File: src/rtl/dtdc_pkg.sv
// Shared types, constants and the month offset table for the date text parser.
// No dependencies; imported by every module of the block.
package dtdc_pkg;

  localparam int unsigned MAX_TEXT_CHARS = 10;

  localparam int unsigned DAY_W   = 7;
  localparam int unsigned MONTH_W = 7;
  localparam int unsigned YEAR_W  = 14;
  localparam int unsigned COUNT_W = 22;
  localparam int unsigned CCNT_W  = 5;   // char counter, saturates at 31
  localparam int unsigned DCNT_W  = 3;
  localparam int unsigned CENT_W  = 8;   // years / 100

  localparam int unsigned IN_DATA_W  = 8;
  localparam int unsigned OUT_DATA_W = 56;

  localparam logic [7:0] CHAR_ZERO = 8'h30;
  localparam logic [7:0] CHAR_NINE = 8'h39;
  localparam logic [7:0] CHAR_DOT  = 8'h2e;

  localparam logic [DCNT_W-1:0] DM_DIGITS_MAX   = 3'd2;
  localparam logic [DCNT_W-1:0] YEAR_DIGITS_MAX = 3'd4;

  // floor(x / 100) == (x * DIV100_MUL) >> DIV100_SHIFT for x < 2**YEAR_W
  localparam int unsigned DIV100_MUL   = 5243;
  localparam int unsigned DIV100_SHIFT = 19;
  localparam int unsigned DIV100_W     = YEAR_W + 13;

  typedef struct packed {
    logic               valid;
    logic [DAY_W-1:0]   day;
    logic [MONTH_W-1:0] month;
    logic [YEAR_W-1:0]  year;
  } dtdc_date_t;

  // days in the months before month m of a common year
  function automatic logic [8:0] month_offset(input logic [3:0] m);
    logic [8:0] off;
    case (m)
      4'd1:    off = 9'd0;
      4'd2:    off = 9'd31;
      4'd3:    off = 9'd59;
      4'd4:    off = 9'd90;
      4'd5:    off = 9'd120;
      4'd6:    off = 9'd151;
      4'd7:    off = 9'd181;
      4'd8:    off = 9'd212;
      4'd9:    off = 9'd243;
      4'd10:   off = 9'd273;
      4'd11:   off = 9'd304;
      4'd12:   off = 9'd334;
      default: off = 9'd0;
    endcase
    return off;
  endfunction

endpackage

File: src/rtl/dtdc_parse.sv
// Character parser: field state, digit accumulators, error tracking and the
// registered date record. Depends on dtdc_pkg.
module dtdc_parse
  import dtdc_pkg::*;
(
  input  logic                 clk,
  input  logic                 rst,
  input  logic                 en,
  input  logic                 accept,
  input  logic [IN_DATA_W-1:0] char_code,
  input  logic                 last_char,
  output logic                 rec_valid,
  output dtdc_date_t           rec
);

  typedef enum logic [1:0] {
    FLD_DAY   = 2'd0,
    FLD_MONTH = 2'd1,
    FLD_YEAR  = 2'd2
  } field_t;

  field_t              field, field_next;
  logic [DAY_W-1:0]    day_acc, day_acc_next;
  logic [MONTH_W-1:0]  mon_acc, mon_acc_next;
  logic [YEAR_W-1:0]   year_acc, year_acc_next;
  logic [DCNT_W-1:0]   dcnt, dcnt_next;
  logic                ferr, ferr_next;
  logic [CCNT_W-1:0]   ccnt, ccnt_next;
  logic                is_digit;
  logic [3:0]          digit;
  logic [DCNT_W-1:0]   limit;
  logic                date_ok;

  always_comb begin
    field_next    = field;
    day_acc_next  = day_acc;
    mon_acc_next  = mon_acc;
    year_acc_next = year_acc;
    dcnt_next     = dcnt;
    ferr_next     = ferr;
    ccnt_next     = (ccnt == '1) ? ccnt : ccnt + 1'b1;
    is_digit      = (char_code >= CHAR_ZERO) && (char_code <= CHAR_NINE);
    digit         = char_code[3:0];
    limit         = (field == FLD_YEAR) ? YEAR_DIGITS_MAX : DM_DIGITS_MAX;

    if (ccnt_next > CCNT_W'(MAX_TEXT_CHARS)) ferr_next = 1'b1;

    if (is_digit) begin
      if (dcnt >= limit) begin
        ferr_next = 1'b1;
      end else begin
        dcnt_next = dcnt + 1'b1;
        case (field)
          FLD_DAY:   day_acc_next = 7'((11'(day_acc) * 11'd10) + 11'(digit));
          FLD_MONTH: mon_acc_next = 7'((11'(mon_acc) * 11'd10) + 11'(digit));
          default:   year_acc_next = 14'((18'(year_acc) * 18'd10) + 18'(digit));
        endcase
      end
    end else if (char_code == CHAR_DOT) begin
      if (field == FLD_YEAR || dcnt == '0) begin
        ferr_next = 1'b1;
      end else begin
        field_next = (field == FLD_DAY) ? FLD_MONTH : FLD_YEAR;
        dcnt_next  = '0;
      end
    end else begin
      ferr_next = 1'b1;
    end

    date_ok = !ferr_next && field_next == FLD_YEAR && dcnt_next != '0 &&
              day_acc_next >= 7'd1 && day_acc_next <= 7'd31 &&
              mon_acc_next >= 7'd1 && mon_acc_next <= 7'd12;
  end

  always_ff @(posedge clk) begin
    if (rst) begin
      field     <= FLD_DAY;
      day_acc   <= '0;
      mon_acc   <= '0;
      year_acc  <= '0;
      dcnt      <= '0;
      ferr      <= 1'b0;
      ccnt      <= '0;
      rec_valid <= 1'b0;
    end else begin
      if (accept) begin
        if (last_char) begin
          field    <= FLD_DAY;
          day_acc  <= '0;
          mon_acc  <= '0;
          year_acc <= '0;
          dcnt     <= '0;
          ferr     <= 1'b0;
          ccnt     <= '0;
        end else begin
          field    <= field_next;
          day_acc  <= day_acc_next;
          mon_acc  <= mon_acc_next;
          year_acc <= year_acc_next;
          dcnt     <= dcnt_next;
          ferr     <= ferr_next;
          ccnt     <= ccnt_next;
        end
      end
      if (en) rec_valid <= accept && last_char;
    end
  end

  always_ff @(posedge clk) begin
    if (en && accept && last_char) begin
      rec.valid <= date_ok;
      rec.day   <= day_acc_next;
      rec.month <= mon_acc_next;
      rec.year  <= year_acc_next;
    end
  end

endmodule

File: src/rtl/dtdc_count.sv
// Day count pipeline: century split by reciprocal multiply, then leap test
// and the final sum into the output register. Depends on dtdc_pkg.
module dtdc_count
  import dtdc_pkg::*;
(
  input  logic                   clk,
  input  logic                   rst,
  input  logic                   en,
  input  logic                   rec_valid,
  input  dtdc_date_t             rec,
  output logic                   out_valid,
  output logic [OUT_DATA_W-1:0]  out_data
);

  // stage 1
  logic [YEAR_W-1:0]   p;
  logic [DIV100_W-1:0] prod;
  logic                s1_valid;
  dtdc_date_t          s1_date;
  logic [YEAR_W-1:0]   s1_p;
  logic [CENT_W-1:0]   s1_q;

  // stage 2
  logic [YEAR_W-1:0]   rem100;
  logic                cent;
  logic                leap;
  logic [COUNT_W-1:0]  total;

  always_comb begin
    p    = (rec.year == '0) ? '0 : rec.year - 1'b1;
    prod = DIV100_W'(p) * DIV100_W'(DIV100_MUL);
  end

  always_comb begin
    rem100 = s1_p - (YEAR_W'(s1_q) * YEAR_W'(100));
    // year divisible by 100 <=> year-1 leaves 99; then year/100 = q+1
    cent   = (s1_date.year != '0) && (rem100 == YEAR_W'(99));
    leap   = (s1_date.year == '0) ||
             ((s1_date.year[1:0] == 2'b00) && (!cent || (s1_q[1:0] == 2'b11)));
    total  = (COUNT_W'(s1_p) * COUNT_W'(365))
           + COUNT_W'(s1_p >> 2)
           - COUNT_W'(s1_q)
           + COUNT_W'(s1_q >> 2)
           + COUNT_W'(month_offset(s1_date.month[3:0]))
           + COUNT_W'(leap && (s1_date.month > 7'd2))
           + COUNT_W'(s1_date.day);
    if (!s1_date.valid) total = '0;
  end

  always_ff @(posedge clk) begin
    if (rst) begin
      s1_valid  <= 1'b0;
      out_valid <= 1'b0;
    end else if (en) begin
      s1_valid  <= rec_valid;
      out_valid <= s1_valid;
    end
  end

  always_ff @(posedge clk) begin
    if (en) begin
      s1_date  <= rec;
      s1_p     <= p;
      s1_q     <= prod[DIV100_SHIFT +: CENT_W];
      out_data <= {5'd0, s1_date.year, s1_date.month, s1_date.day,
                   s1_date.valid, total};
    end
  end

endmodule

File: src/rtl/date_text_to_day_count_top.sv
// Channel | dir | tdata fields (low bit up)                          | tlast
// s_      | in  | char_code[7:0]                                     | last_char
// m_      | out | day_count[21:0] date_valid day_value[6:0]          | -
//         |     | month_value[6:0] year_value[13:0], 5 zero pad bits |
// One character per cycle while the output is not stalled. The transfer of
// the final character loads the parser record register; the result then
// passes through the century register to the output register.
// rst clears parser state and the stage valid flags. While m_tvalid is held by a
// low m_tready the whole pipeline stalls and s_tready drops.
// Top level of the date text parser. Depends on dtdc_pkg, dtdc_parse, dtdc_count.
module date_text_to_day_count_top
  import dtdc_pkg::*;
(
  input  logic                  clk,
  input  logic                  rst,
  input  logic                  s_tvalid,
  output logic                  s_tready,
  input  logic [IN_DATA_W-1:0]  s_tdata,   // char_code
  input  logic                  s_tlast,   // last_char
  output logic                  m_tvalid,
  input  logic                  m_tready,
  output logic [OUT_DATA_W-1:0] m_tdata    // day_count, date_valid, day, month, year
);

  logic       en;
  logic       accept;
  logic       rec_valid;
  dtdc_date_t rec;

  assign en       = !m_tvalid || m_tready;
  assign s_tready = en;
  assign accept   = s_tvalid && en;

  dtdc_parse u_parse (
    .clk       (clk),
    .rst       (rst),
    .en        (en),
    .accept    (accept),
    .char_code (s_tdata),
    .last_char (s_tlast),
    .rec_valid (rec_valid),
    .rec       (rec)
  );

  dtdc_count u_count (
    .clk       (clk),
    .rst       (rst),
    .en        (en),
    .rec_valid (rec_valid),
    .rec       (rec),
    .out_valid (m_tvalid),
    .out_data  (m_tdata)
  );

endmodule

File: config.mk
export PLATFORM = sky130hd
export DESIGN_NAME = date_text_to_day_count_top
export DESIGN_NICKNAME = d
export VERILOG_FILES = /design/src/rtl/dtdc_pkg.sv /design/src/rtl/dtdc_parse.sv /design/src/rtl/dtdc_count.sv /design/src/rtl/date_text_to_day_count_top.sv
export SDC_FILE = /design/constraint.sdc
export NUM_CORES = 1
export LEC_CHECK = 0
export ABC_CLOCK_PERIOD_IN_PS = 20200
export BUFFER_PORTS_ARGS = -buffer_cell sky130_fd_sc_hd__buf_2
export CAP_MARGIN = 0
export CORE_UTILIZATION = 60
export DETAILED_ROUTE_END_ITERATION = 7
export HOLD_SLACK_MARGIN = 0.15
export PLACE_DENSITY = 0.89
export RECOVER_POWER = 100
export SLEW_MARGIN = 20
export SYNTH_ARGS = -nofsm -noshare
export SYNTH_HDL_FRONTEND = slang
export SYNTH_SLANG_ARGS = --single-unit
File: constraint.sdc
create_clock -name clk -period 20.2 [get_ports clk]
set_input_delay 1.01 -clock clk [delete_from_list [all_inputs] [get_ports clk]]
set_output_delay 1.01 -clock clk [all_outputs]
set_load 0.02 [all_outputs]
==> results of run 1 <==
kinds of logic after synthesis:
logic type                 count (synthesis)  synth area share
AOI/OAI and AO/OA                        211            0.0814
and+or+nand+nor                          274            0.0792
other                                      1          0.000224
adders and majority gates                452             0.412
muxes                                     20            0.0128
buffers and inverters                    327            0.0751
xor gates and xnor gates                  83            0.0434
DFF                                      182             0.296
synth_stat cells, types with 24 or more instances:
master | count | area [um^2]
nor2_1 | 92 | 345
nand2_1 | 51 | 191
xor2_1 | 28 | 245
a21oi_1 | 67 | 335
nor3_1 | 31 | 155
a22oi_1 | 28 | 210
dfxtp_1 | 51 | 1020
ha_1 | 286 | 3580
inv_1 | 300 | 1130
xnor2_1 | 55 | 482
fa_1 | 166 | 3320
o21ai_0 | 24 | 120
edfxtp_1 | 131 | 3930
final cells by class:
type / instances / area share
multi-input cells: 1045 / 0.587
flip-flops and latches: 182 / 0.276
inverters: 302 / 0.0631
well taps: 372 / 0.0259
clock buffers: 18 / 0.0244
repair buffers: 69 / 0.0153
clock inverters: 14 / 0.00878
sequential cells by signal, indices dropped and copies added, names as in the netlist, 2 cells and up, named ones only:
name              flops
u_parse.dcnt          3
u_parse.ccnt          5
u_parse.rec          29
u_parse.year_acc     14
u_parse.field         2
u_count.s1_p         14
u_parse.mon_acc       7
u_count.out_data     51
u_count.s1_date      29
u_count.s1_q          8
u_parse.day_acc       7
worst max-delay path, delay by kind of cell, from the launching register on:
family | cells | cell delay [ns]
adders and majority gates | 12 | 4.46
AOI/OAI and AO/OA | 12 | 3.26
and+or+nand+nor | 5 | 1.06
DFF | 1 | 0.50
buffers and inverters | 4 | 0.27
xor gates and xnor gates | 1 | 0.14
power groups by stage:
stage	Sequential [mW]	Combinational [mW]	Clock, mW
after floorplan	0.504	1.52	0
after global placement	0.487	1.82	0
after detailed placement	0.489	1.93	0
after CTS	0.480	1.97	0.335
after global routing	0.485	2.26	0.350
final	0.481	1.97	0.334
per-stage QoR:
| step | hold slack [ns] | worst slack (ns) |
|---|---|---|
| 6_report | 0.423 | 10.33 |
| 5_1_grt | 0.429 | 9.70 |
| 4_1_cts | 0.423 | 10.52 |
| 3_5_place_dp | 0.405 | 10.53 |
| 3_3_place_gp | 0.402 | 10.97 |
| 2_1_floorplan | 0.400 | 11.67 |
routing by layer:
metal | vias to the layer above | global-route usage
met5 | - | 0
met4 | 0 | 0.113
met3 | 104 | 0.0461
met2 | 400 | 0.474
met1 | 5619 | 0.316
li1 | 5333 | -
worst max-delay path by stage:
stage,endpoint,start,cells past startpoint,slack [ns]
5_1_grt,u_count.out_data[20],u_count.s1_q[2],34,9.70
3_5_place_dp,u_count.out_data[20],u_count.s1_q[2],34,10.53
3_3_place_gp,u_count.out_data[20],u_count.s1_q[2],34,10.97
4_1_cts,u_count.out_data[20],u_count.s1_q[2],34,10.52
6_report,u_count.out_data[20],u_count.s1_q[2],34,10.33
2_1_floorplan,u_count.out_data[20],u_count.s1_q[2],34,11.67
==> reports/results.txt, run 1 <==
Outcome: finished with violations
Failing checks: capacitance limit, slew limit
Critical Path AT: 10.15 ns
Power share of the sequential group: 0.173
Post-CTS resize count: 0
Die height: 169 um
CTS tree: done
TritonRoute pass-1 iters: 5
Placed insts: 1,970
M1 WL: 14,100 um
Slew margin rel.: -0.995
Detail Placement HPWL: 27,900 um
CP Data Required Time: 20.48 ns
Clk_lat worst skew: 0.45 ns
Max FO, Critical Path: 5
Worst Reg-to-Reg Cells: 34
Die ar.: 0.0286 mm^2
Num ports: 71
Net switching power: 1.30 mW
Commonest non-fill, non-tap cells in the layout: inv_1, ha_1, fa_1
Hold_sp: u_parse.rec[20]
Die width: 169 um
Metal3 WL: 1860 um
Fillers: 1,972
Layout cells sized above 1: 0.0374
Multi-input gate area: 0.0105 mm^2
# DRC: 0
Total Neg Setup Slack: 0 ns
Combinational power share: 0.707
R2R Path End: u_count.out_data[20]
Critical path's slowest cell: a2111oi_0
Max-slew violations: 184
Worst hold-check path type: reg -> reg
Synthesized area: 0.0167 mm^2
Register bit total from synthesis: 182
Power Dens Cells: 155 mW/mm^2
Max_cap viols: 4
Post-CTS setup buffer count: 0
Sw Share: 0.466
Port Buf Inserts: 65
Sequential cell area: 0.00495 mm^2
Main flop type after synthesis: edfxtp_1
Placed instance area: 0.0175 mm^2
Non-filler instance count after layout: 2,002
Vias in the first global route: 12,100
Final nets: 2,082
Area Overhead vs Synth: 7.25%
Gpl congestion: 0.938
Worst setup EP type: flip-flop
CP max stage delay: 0.80 ns
RSZ-0062 raised after global routing: false
Yosys cell types: 68
Initial antenna violation count: 0
Wirelength per Cell: 17.8 um
N_diodes: 0
1st-iter DRT viols: 748
Asr flop ratio synth: 0
GRT overflow: 0
Internal: 1.49 mW
Finished Core Util: 0.661
Met2 routed WL: 18,300 um
Tightest Pin Transition: 2.99 ns
Worst vdd ir: 0.155 mV
Final Cell Area: 0.0180 mm^2
Largest net degree at the start of global routing: 71
Mean Syn Cell Area: 10.8 um^2
Post-synth EDFFs: 131
Tot Pwr: 2.78 mW
Hold path depth: 0
TritonCTS Buffers: 17
Final hold violations: 0
Crit Path Class: reg -> reg
Clock transition at path regs: 0.07 ns
Fin crit share: 0.489
Clock Skew: 0.0144 ns
Reg-to-reg setup timing slack: 10.33 ns
Achievable Freq: 101 MHz
Initial Util: 0.616
WL final: 35,600 um
Antenna-violating nets left: 0
Bufs on Longest Clock Path: 2
H-tree levels: 4
Worst Hold Path EP: u_count.s1_date[20]
Sequential share of the synthesized area: 0.296
P_leak: 8.56 nW
Global-route wire length before repair: 59,000 um
Hold_buf cts: 0
Vias post-DR: 11,500
Setup violators final: 0
Most common cell after layout, fill and taps aside: inv_1
YS warnings: 0
Overall routing resource usage: 0.266
Clock root cell: clkbuf_16
Vias per cell: 5.72
Post-Synthesis Cells: 1,550
Top layer used by detailed routing: met4
Final Critical Period: 9.87 ns
Start of the worst register-to-register path: u_count.s1_q[2]
Clock sink total: 182
Core area: 0.0272 mm^2
FP Rows: 60
Startpoint types: flip-flop
Clk pwr share: 0.120
(Power assumes the default switching activity.)
==> run 2, diff against run 1 <==
--- a/config.mk
+++ b/config.mk
@@ -5,13 +5,13 @@
 export SDC_FILE = /design/constraint.sdc
 export NUM_CORES = 1
 export LEC_CHECK = 0
-export ABC_CLOCK_PERIOD_IN_PS = 20200
+export ABC_CLOCK_PERIOD_IN_PS = 8140
 export BUFFER_PORTS_ARGS = -buffer_cell sky130_fd_sc_hd__buf_2
 export CAP_MARGIN = 0
-export CORE_UTILIZATION = 60
+export CORE_UTILIZATION = 58
 export DETAILED_ROUTE_END_ITERATION = 7
 export HOLD_SLACK_MARGIN = 0.15
-export PLACE_DENSITY = 0.89
+export PLACE_DENSITY = 0.9
 export RECOVER_POWER = 100
 export SLEW_MARGIN = 20
 export SYNTH_ARGS = -nofsm -noshare
==> constraint.sdc (replaced) <==
create_clock -name clk -period 8.14 [get_ports clk]
set_input_delay 0.407 -clock clk [delete_from_list [all_inputs] [get_ports clk]]
set_output_delay 0.407 -clock clk [all_outputs]
set_load 0.02 [all_outputs]
==> run 2 against run 1 <==
Compared with the run above:
- the flow finishes with violations (capacitance limit, slew limit, setup timing)
- clock skew rose by 0.0065 ns
- sequential share of layout area fell by 1.1 points
- worst setup slack got worse by 11 ns
- non-clock buffer count rose by 49
- cell count rose by 2.7%
- core utilization rose by 0.58 points
- register-to-register slack got worse by 11 ns
- first-iteration DRC count rose by 44%
- routed wire length rose by 11%
- worst hold slack got worse by 0.067 ns
- global-route usage rose by 0.84 points
- critical path depth rose by 4
- largest cell class unchanged
==> reports/results.txt, run 2 (same netlist as run 1, synthesis figures left out) <==
TritonRoute pass-1 iters: 6 (+1)
Largest net degree at the start of global routing: 63 (-11%)
Outcome: finished with violations
WL final: 39,500 um (+11%)
Setup violators final: 13 (+13)
Num ports: 71 (unchanged)
CP Data Required Time: 8.32 ns (-12.16 ns)
Vias per cell: 5.85 (+2.3%)
Final nets: 2,131 (+2.4%)
Clock transition at path regs: 0.09 ns (+0.02 ns)
Max reg flops: 51 (unchanged)
Most common cell after layout, fill and taps aside: inv_1
Worst hold-check path type: in -> reg
Clock root cell: clkbuf_16
Die height: 172 um (+1.7%)
Hold_buf cts: 0 (unchanged)
CP startpoint: u_count.s1_q[2]
Die width: 172 um (+1.7%)
Max FO, Critical Path: 3 (-2)
Sequential cell area: 0.00495 mm^2 (unchanged)
Met3 Usage GRT: 0.0389 (-0.00715)
Crit Path Class: reg -> reg
Hold_ws: 0.356 ns (-0.0673 ns)
Die ar.: 0.0296 mm^2 (+3.4%)
GR Util met2: 0.495 (+0.0211)
TritonCTS Buffers: 17 (unchanged)
GRT overflow: 0 (unchanged)
Bufs on Longest Clock Path: 2 (unchanged)
Detail Placement HPWL: 28,300 um (+1.6%)
Vias in the first global route: 12,500 (+3.6%)
Fin crit share: 1.07 (+0.581)
Slew margin rel.: -1.26 (-0.264)
Overall routing resource usage: 0.274 (+0.00844)
Area Overhead vs Synth: 11.8%
R2R Path End: u_count.out_data[19]
CTS tree: done
GRT busiest layer: met2
Critical path's slowest cell: fa_2
Final Critical Period: 8.70 ns (-1.16 ns)
Start of the worst register-to-register path: u_count.s1_q[2]
Startpoint types: flip-flop
Failing checks: capacitance limit, slew limit, setup timing
Clock sink total: 182 (unchanged)
Fillers: 1,921 (-2.6%)
Worst Reg-to-Reg Cells: 38 (+12%)
Reg-to-reg setup timing slack: -0.56 ns (-10.90 ns)
Most flops, register: u_count.out_data
1st-iter DRT viols: 1,076 (+44%)
# DRC: 0 (unchanged)
Final setup margin: -0.564 ns (-10.90 ns)
Commonest non-fill, non-tap cells in the layout: inv_1, ha_1, fa_1
Most common cell on crit path: inv_2
CP max stage delay: 0.57 ns (-0.23 ns)
N_diodes: 0 (unchanged)
RSZ-0062 raised after global routing: true
Largest regs: u_count.out_data (51), u_count.s1_date (29), u_parse.rec (29)
M1 GR Usage: 0.325 (+0.00849)
Vias post-DR: 12,000 (+5.1%)
Wirelength per Cell: 19.2 um (+7.9%)
FP Rows: 61 (+1.7%)
Port Buf Inserts: 65 (unchanged)
Crit path to: u_count.out_data[19]
Max-slew violations: 214 (+16%)
DP Worst Slack: -0.481 ns (-11.01 ns)
Layout cells sized above 1: 0.102 (+0.0644)
Tightest Pin Transition: 3.39 ns (+0.403 ns)
Multi-input gate area: 0.0109 mm^2 (+3.6%)
Gpl congestion: 0.902 (-3.9%)
Core area: 0.0281 mm^2 (+3.4%)
Initial antenna violation count: 0 (unchanged)
Worst setup EP type: flip-flop
Clock Skew: 0.0209 ns (+0.00645 ns)
Global-route wire length before repair: 62,600 um (+6.1%)
Max_cap viols: 5 (+1)
Initial Util: 0.596 (-0.0200)
Achievable Freq: 115 MHz (+13%)
H-tree levels: 4 (unchanged)
Antenna-violating nets left: 0 (unchanged)
Clk_lat worst skew: 0.46 ns (about the same)
Critical Path AT: 8.89 ns (-1.26 ns)
Final hold violations: 0 (unchanged)
==> run 2: changes by cell type in the layout (fill, tap and decap cells not counted), moves of 5 or more <==
cell,delta
buf_4,+43
ha_4,+11
a21oi_2,+7
o21ai_0,-5
a21oi_1,-8
inv_2,+5
o21ai_2,+5
fa_1,-5
ha_1,-13
fa_2,+5
inv_1,-5
==> run 2: per-stage QoR <==
| stage | instances | cell area (um^2) | utilization | setup TNS [ns] |
|---|---|---|---|---|
| floorplan | 1554 | 16800 | - | 0 |
| global placement | 2014 | 17800 | 0.634 | -0.582 |
| CTS | 2051 | 18600 | 0.662 | -1.23 |
| detailed placement | 2014 | 17800 | 0.634 | -2.64 |
| finish | 2057 | 18700 | 0.667 | -4.91 |
| global route | 2057 | 18700 | 0.667 | -7.62 |
==> run 2: layout make-up <==
cell class / count / area share
multi-input combinational: 1045 / 0.583
inverter: 302 / 0.0605
tap: 378 / 0.0253
sequential: 182 / 0.265
timing repair buffer: 118 / 0.0347
clock buffer: 17 / 0.0227
clock inverter: 15 / 0.00909
==> run 2: critical path, delay by kind of cell (launching register included) <==
kind,cells,cell delay [ns]
xor+xnor,3,0.41
flops,1,0.52
compound gates,9,1.65
fa+ha+maj,12,4.25
buf+inv,8,0.68
simple gates,6,0.91
==> run 2: worst min path at each step <==
stage | from | end | slack [ns] | cells past startpoint
3_3_place_gp | u_parse.rec[19] | u_count.s1_date[19] | 0.40 | 0
5_1_grt | m_tready | u_parse.rec_valid | 0.37 | 4
3_5_place_dp | u_parse.rec[20] | u_count.s1_date[20] | 0.41 | 0
4_1_cts | m_tready | u_parse.rec_valid | 0.36 | 4
2_1_floorplan | u_parse.rec[18] | u_count.s1_date[18] | 0.40 | 0
6_report | m_tready | u_parse.rec_valid | 0.36 | 4
==> run 2: what timing repair did <==
| action | 4_1_cts | 5_1_grt |
|---|---|---|
| pin swaps | 18 | 45 |
| resized for setup | 30 | 36 |
| endpoints found under the hold margin | 0 | 0 |
| setup buffers | 5 | 6 |
| cloned | 0 | 0 |
| setup endpoints to repair | 13 | 13 |
==> run 2: metal layers <==
metal,vias to the layer above,share of wire
li1,5427,-
met1,5959,0.38
met2,511,0.52
met3,140,0.061
met4,0,0.043
met5,-,0
Power of run 2 is left out: the tool's default activity adds up to more than one toggle a clock period on the data nets, which glitch-free logic cannot reach.
